==> src/hw/rtl/rsm_div.sv <==
// ---------------------------------------------------------------------------
// rsm_div
// Restoring unsigned divider, 32 by 16 bits, one quotient bit a cycle.
// ---------------------------------------------------------------------------
module rsm_div (
  input  logic        clk,
  input  logic        rst,
  input  logic        start,
  input  logic [31:0] dividend,
  input  logic [15:0] divisor,
  output logic        done,
  output logic [31:0] quotient,
  output logic [15:0] remainder
);
  logic        run;
  logic [4:0]  cnt;
  logic [15:0] dvs;
  logic [16:0] rem_sh;
  logic [16:0] rem_sub;

  assign rem_sh  = {remainder, quotient[31]};
  assign rem_sub = rem_sh - {1'b0, dvs};

  always_ff @(posedge clk) begin
    if (rst) begin
      run  <= 1'b0;
      done <= 1'b0;
      cnt  <= '0;
    end else begin
      done <= 1'b0;
      if (start) begin
        run <= 1'b1;
        cnt <= 5'd31;
      end else if (run) begin
        cnt <= cnt - 5'd1;
        if (cnt == 5'd0) begin
          run  <= 1'b0;
          done <= 1'b1;
        end
      end
    end
  end

  always_ff @(posedge clk) begin
    if (start) begin
      quotient  <= dividend;
      remainder <= '0;
      dvs       <= divisor;
    end else if (run) begin
      if (!rem_sub[16]) begin
        remainder <= rem_sub[15:0];
        quotient  <= {quotient[30:0], 1'b1};
      end else begin
        remainder <= rem_sh[15:0];
        quotient  <= {quotient[30:0], 1'b0};
      end
    end
  end
endmodule

==> config.mk <==
export PLATFORM = sky130hd
export DESIGN_NAME = rsm_div
export DESIGN_NICKNAME = d
export VERILOG_FILES = /design/src/hw/rtl/rsm_div.sv
export SDC_FILE = /design/constraint.sdc
export NUM_CORES = 1
export LEC_CHECK = 0
export BUFFER_PORTS_ARGS = -buffer_cell sky130_fd_sc_hd__buf_2
export CORE_MARGIN = 3
export CORE_UTILIZATION = 40
export CTS_CLUSTER_DIAMETER = 30
export DETAILED_ROUTE_END_ITERATION = 6
export PLACE_DENSITY_LB_ADDON = 0.12
export SYNTH_ARGS = -nofsm -noshare
export SYNTH_HDL_FRONTEND = slang
export SYNTH_SLANG_ARGS = --single-unit
==> constraint.sdc <==
create_clock -name clk -period 3.3 [get_ports clk]
set_input_delay 0.165 -clock clk [delete_from_list [all_inputs] [get_ports clk]]
set_output_delay 0.165 -clock clk [all_outputs]
set_load 0.02 [all_outputs]
==> reports/metrics.csv, run 1 <==
metric,value,unit
status,finished clean,
FF-to-FF Start,quotient[31],
share of the synthesized area in the top cell type,39.00,%
clock-pin slew on the worst setup and hold paths,80,ps
Max Cap Viol,0,
Internal,1.771,mW
period utilization,89.51,%
"Primary FF master, synth",edfxtp_1,
"worst slack, placed",378.0,ps
"Buf+Inv Stages, Crit Path",2,
drt pass-1 iters,4,
WL per Instance,14.70,µm
clock buffer depth,2,
Async SR Flop Fraction,0,%
Worst Path Arrival,3200,ps
Leak,2.053,nW
WP depth,11,
iteration-0 DRC count of the detailed router,89,
max incr delay on CP,580,ps
setup TNS,0,ps
Clock Power Share,33.9,%
Logic pwr share,21.5,%
sequential cell area,1902,µm²
Layout Skew,11.19,ps
relative slew slack,67.74,%
critical path class,reg2reg,
Yosys cell types,48,
reg2reg end,remainder[7],
sequential power share,44.6,%
CP Launch Point,quotient[31],
Psw,0.6665,mW
routability-driven placement congestion ratio,0.7875,
first-pass GRT wire length,13340,µm
DP Wirelength,5885,µm
layout cells sized above 1,35.81,%
GRT Util Overall,16.52,%
largest net degree at the start of global routing,36,
slew at the pin closest to its max-slew limit,478.6,ps
CTS Root Buffer Type,clkbuf_8,
"Setup violations, final",0,
Synth Cell Area,3696,µm²
CP max-delay cell,or4_1,
Max Transition Viols Final,0,
total die area,10430,µm²
"Design Area, Final",4742,µm²
worst-path cell chain,inv_1 -> ha_1 -> fa_1 -> nand2b_1 -> a21oi_2 -> o2111ai_2 -> or4_1 -> nand3_2 -> buf_12 -> nor2_2 -> a2111oi_4,
average size of a mapped cell,11.62,µm²
Min-Delay Endpoint,cnt[0],
peak supply drop,0.0002747,V
Crit Path Max Fanout,20,
Clock Sink Count,71,
Filler Cells Inserted,841,
Top delay family on crit path,simple AND/OR/NAND/NOR gates,
crit path launch type,register,
Yosys reg bits,71,
footprint of the multi-input gates,1663,µm²
total CTS buffers,9,
grt ovf,0,
Tot Pwr,2.438,mW
Worst Path Required,3540,ps
final core occ,53.59,%
syn nets,388,
DRT antenna net count,0,
reg2reg path depth,11,
# DRC,0,
hold_sp,rst,
die height,102.1,µm
Via Count,2764,
RSZ-0062 raised after global routing,no,
largest cells by area after synthesis,"edfxtp_1 (39%), dfxtp_1 (12%), mux2_2 (9.7%)",
area grow syn2layout,28.30,%
WHS Path Cells,2,
Std-Cell Rows,34,
Clock Latency Late Sink,350,ps
Via-to-Cell Ratio,5.007,
"area leader, netlist",edfxtp_1,
# diodes,0,
num ports,100,
DP Area,4348,µm²
"commonest non-fill, non-tap cell in the layout",buf_2,
Post-synth EDFFs,48,
most frequent cells in the layout,"buf_2 (99), edfxtp_1 (48), mux2_2 (32), nor2_1 (27), dfxtp_1 (23)",
initial antenna violation count,0,
Port Buf Inserts,99,
PD cells,514.1,nW/µm²
vias in the first global route,2659,
Max Clk Rate,338.5,MHz
final hold violations,0,
yosys warns,0,
Net Sw Frac,27.34,%
setup ws final,346.2,ps
Tmin final,2954,ps
# nets final,510,
chip width,102.1,µm
post-cts sizing count,0,
core area,8848,µm²
sequential share of the synthesized area,51.46,%
Worst setup EP type,register,
starting density of the core,41.77,%
"reg-to-reg slack, setup",350,ps
final wirelength,8115,µm
H-tree depth,3,
min-delay worst type,in2reg,
Cells after Synth,318,
CTS tree,yes,
-- timing repair --
action / CTS / global route
hold buffers: 16 / 0
hold endpoints to repair: 16 / 0
setup buffers: 0 / 0
setup endpoints to repair: 0 / 0
-- how the worst max path moves through the flow --
stage	slack, ps	endpoint
after floorplan	400	remainder[7]
after CTS	340	remainder[7]
final	350	remainder[7]
after global routing	190	remainder[7]
after global placement	430	remainder[7]
after detailed placement	380	remainder[7]
-- synthesized netlist by cell type, drive strengths merged (2+ instances only) --
library cell  count
nand2b            7
edfxtp           48
clkbuf            7
mux2i            14
buf               3
o21ai            15
o2111ai           2
a22o              2
nor2             28
ha               18
a21oi            17
nand2            19
a211oi            6
o211ai            2
a21o              2
o21a              5
nand3             5
xnor2             7
nor3              5
inv              22
xor2              7
nand3b            2
nor2b             3
dfxtp            23
o211a             2
mux2             32
-- routing by layer --
| layer | vias to the layer above | share of wire, % | global-route usage, % |
|---|---|---|---|
| met3 | 13 | 6.8 | 5.392 |
| met2 | 73 | 45 | 24.94 |
| met5 | - | 0 | 0 |
| li1 | 1405 | - | - |
| met4 | 0 | 1.7 | 6.458 |
| met1 | 1273 | 46 | 22.04 |
-- registers in the layout (all words and copies together) (netlist names) --
register	cells
dvs	16
run	1
quotient	32
cnt	5
done	1
remainder	16
-- per-stage QoR --
stage | hold WS (ps) | instances
finish | 88.04 | 552
global route | 95.38 | 552
CTS | 67.22 | 552
detailed placement | 343.2 | 521
global placement | 342.5 | 521
floorplan | 237.4 | 318
-- power by group through the flow --
| stage | logic [mW] | registers, mW | clock network, mW |
|---|---|---|---|
| 6_report | 0.525 | 1.09 | 0.826 |
| 5_1_grt | 0.583 | 1.10 | 0.887 |
| 4_1_cts | 0.533 | 1.09 | 0.853 |
| 3_5_place_dp | 0.516 | 1.11 | 0 |
| 3_3_place_gp | 0.511 | 1.11 | 0 |
| 2_1_floorplan | 0.290 | 1.17 | 0 |
-- cells by family after synthesis --
| logic type | Yosys count | synth area share [%] |
|---|---|---|
| and+or+nand+nor | 76 | 9.885 |
| DFF | 71 | 51.46 |
| AOI/OAI and AO/OA | 60 | 11.61 |
| muxes | 46 | 13.54 |
| buffers and inverters | 32 | 3.555 |
| adders and majority gates | 19 | 6.635 |
| xor gates and xnor gates | 14 | 3.318 |
-- layout make-up --
type | instances | share of cell area (%)
Clock inverter | 6 | 2.322
Sequential cell | 71 | 40.11
Clock buffer | 9 | 2.612
Multi-Input combinational cell | 215 | 35.07
Inverter | 22 | 1.741
Tap cell | 108 | 2.850
Timing Repair Buffer | 121 | 15.30
Power figures use the tool's default switching activity.
==> inputs of run 2 (changes only) <==
--- a/config.mk
+++ b/config.mk
@@ -6,8 +6,10 @@
 export NUM_CORES = 1
 export LEC_CHECK = 0
 export BUFFER_PORTS_ARGS = -buffer_cell sky130_fd_sc_hd__buf_2
+export CELL_PAD_IN_SITES_DETAIL_PLACEMENT = 1
+export CELL_PAD_IN_SITES_GLOBAL_PLACEMENT = 2
 export CORE_MARGIN = 3
-export CORE_UTILIZATION = 40
+export CORE_UTILIZATION = 33
 export CTS_CLUSTER_DIAMETER = 30
 export DETAILED_ROUTE_END_ITERATION = 6
 export PLACE_DENSITY_LB_ADDON = 0.12
==> reports/metrics.csv, run 2 (synthesized netlist as in run 1, its figures left out) <==
metric,value,unit,change
FF-to-FF Start,quotient[31],,
CTS Hold Bufs,16,,unchanged
relative slew slack,66.13,%,-1.6 points
Crit Path Max Fanout,13,,-35%
die height,111.8,µm,+9.5%
Post-CTS Setup Repair Bufs,0,,unchanged
drt pass-1 iters,4,,unchanged
post-route insts no fill,587,,+6.3%
# DRC,0,,unchanged
Port Buf Inserts,99,,unchanged
first-pass GRT wire length,15860,µm,+19%
"commonest non-fill, non-tap cell in the layout",buf_2,,
"worst slack, placed",318.1,ps,-59.88 ps
Worst Path Required,3570,ps,+30 ps
biggest regs,"quotient: 32 flops, dvs: 16 flops, remainder: 16 flops",,
Top delay family on crit path,simple AND/OR/NAND/NOR gates,,
Worst Path Arrival,3250,ps,+50 ps
Std-Cell Rows,38,,+12%
vias in the first global route,3186,,+20%
RSZ-0062 raised after global routing,no,,
min-delay worst type,in2reg,,
Max Clk Rate,335.6,MHz,-0.87%
num ports,100,,unchanged
CP max-delay cell,or4_1,,
iteration-0 DRC count of the detailed router,127,,+43%
area grow syn2layout,27.45,%,
WHS Path Cells,2,,unchanged
Min-Delay Endpoint,cnt[0],,
CTS Root Buffer Type,clkbuf_8,,
clock buffer depth,2,,unchanged
Worst setup EP type,register,,
peak supply drop,0.0002788,V,+1.5%
Filler Cells Inserted,1246,,+48%
final wirelength,9460,µm,+17%
status,finished clean,,
# nets final,512,,+0.39%
placed cell count,555,,+6.5%
layout cells sized above 1,36.47,%,+0.65 points
Via Count,2850,,+3.1%
Clock Latency Late Sink,360,ps,about the same
chip width,111.8,µm,+9.5%
"Design Area, Final",4711,µm²,-0.66%
grt ovf,0,,unchanged
# diodes,0,,unchanged
slew at the pin closest to its max-slew limit,508.1,ps,+29.51 ps
total die area,12510,µm²,+20%
post-cts sizing count,0,,unchanged
DP Wirelength,6946,µm,+18%
DRT antenna net count,0,,unchanged
core area,10890,µm²,+23%
GRT Util Overall,16.16,%,-0.36 points
total CTS buffers,9,,unchanged
largest net degree at the start of global routing,33,,-8.3%
Clock Sink Count,71,,unchanged
hold_sp,rst,,
"reg-to-reg slack, setup",320,ps,-30 ps
PD cells,478.9,nW/µm²,-6.8%
final hold violations,0,,unchanged
register name with the most flops,quotient,,
"Buf+Inv Stages, Crit Path",2,,unchanged
H-tree depth,3,,unchanged
Tmin final,2980,ps,+26.01 ps
routability-driven placement congestion ratio,0.7396,,-6.1%
Max Transition Viols Final,0,,unchanged
CTS tree,yes,,
reg2reg path depth,11,,unchanged
most frequent cells in the layout,"buf_2 (99), edfxtp_1 (48), mux2_2 (32), nor2_1 (27), dfxtp_1 (23)",,
setup TNS,0,ps,unchanged
Layout Skew,12.77,ps,+1.577 ps
Via-to-Cell Ratio,4.855,,-3.0%
critical path class,reg2reg,,
initial antenna violation count,0,,unchanged
starting density of the core,33.95,%,-7.8 points
reg2reg end,remainder[12],,
Max Cap Viol,0,,unchanged
Leak,2.032,nW,-1.0%
setup ws final,320.2,ps,-26.01 ps
clock-pin slew on the worst setup and hold paths,80,ps,about the same
number of flip-flops under the largest register name,32,,unchanged
crit path launch type,register,,
period utilization,90.30,%,+0.79 points
DP Area,4378,µm²,+0.69%
max incr delay on CP,570,ps,about the same
"Setup violations, final",0,,unchanged
WL per Instance,16.12,µm,+9.6%
worst-path cell chain,inv_1 -> ha_1 -> fa_1 -> nand2b_1 -> a21oi_2 -> o2111ai_2 -> or4_1 -> nand3_2 -> buf_4 -> mux2i_1 -> a211oi_1,,
[run 2: cell count changes in the layout (fill, tap and decap cells not counted)]
cell	before	now
inv_6	0	1
buf_12	2	0
bufinv_16	3	0
clkinv_1	1	0
buf_4	4	8
clkinv_2	0	3
clkinv_4	1	2
[run 2: report_power, final]
group | switching (mW) | internal, mW | total [mW]
registers | 0.0460 | 1.04 | 1.09
clock network | 0.362 | 0.274 | 0.635
logic | 0.303 | 0.231 | 0.533
total | 0.710 | 1.55 | 2.26
[run 2: through the flow]
step / hold slack (ps) / power [mW] / util, %
final: 74.18 / 2.256 / 43.27
after global routing: 54.54 / 2.408 / 43.27
after CTS: 48.62 / 2.306 / 43.27
after detailed placement: 343.4 / 1.635 / 40.21
after global placement: 340.9 / 1.626 / 40.21
after floorplan: 237.4 / 1.461 / -
[run 2: how the worst max path moves through the flow]
stage	startpoint	endpoint	slack (ps)	depth (start not counted)
after floorplan	quotient[31]	remainder[7]	400	11
after global placement	quotient[31]	remainder[12]	410	11
after detailed placement	quotient[31]	remainder[12]	320	11
after CTS	quotient[31]	remainder[12]	290	11
after global routing	quotient[31]	remainder[12]	80	11
final	quotient[31]	remainder[12]	320	11
[run 2: routing by layer]
layer	vias to the layer above	global-route usage, %	wire length (µm)
met5	-	0	0
met4	0	4.542	136
met3	10	7.120	666
met2	71	27.18	4594
met1	1367	18.73	4062
li1	1402	-	-
[run 2: layout make-up]
class                           count  area (µm²)  share of cell area, %
Sequential cell                    71        1902                  40.37
Multi-Input combinational cell    215        1663                  35.30
Timing Repair Buffer              123       715.7                  15.19
Tap cell                          140       175.2                  3.718
Clock buffer                        9       123.9                  2.629
Inverter                           22       82.58                  1.753
Clock inverter                      7       48.80                  1.036
[run 2: worst register-to-register path: cells and delay by family (launching register included)]
kind            cells  cell delay, ps
compound gates      3             650
fa+ha+maj           2             630
buf+inv             2             310
flops               1             340
mux                 1             110
simple gates        3             860
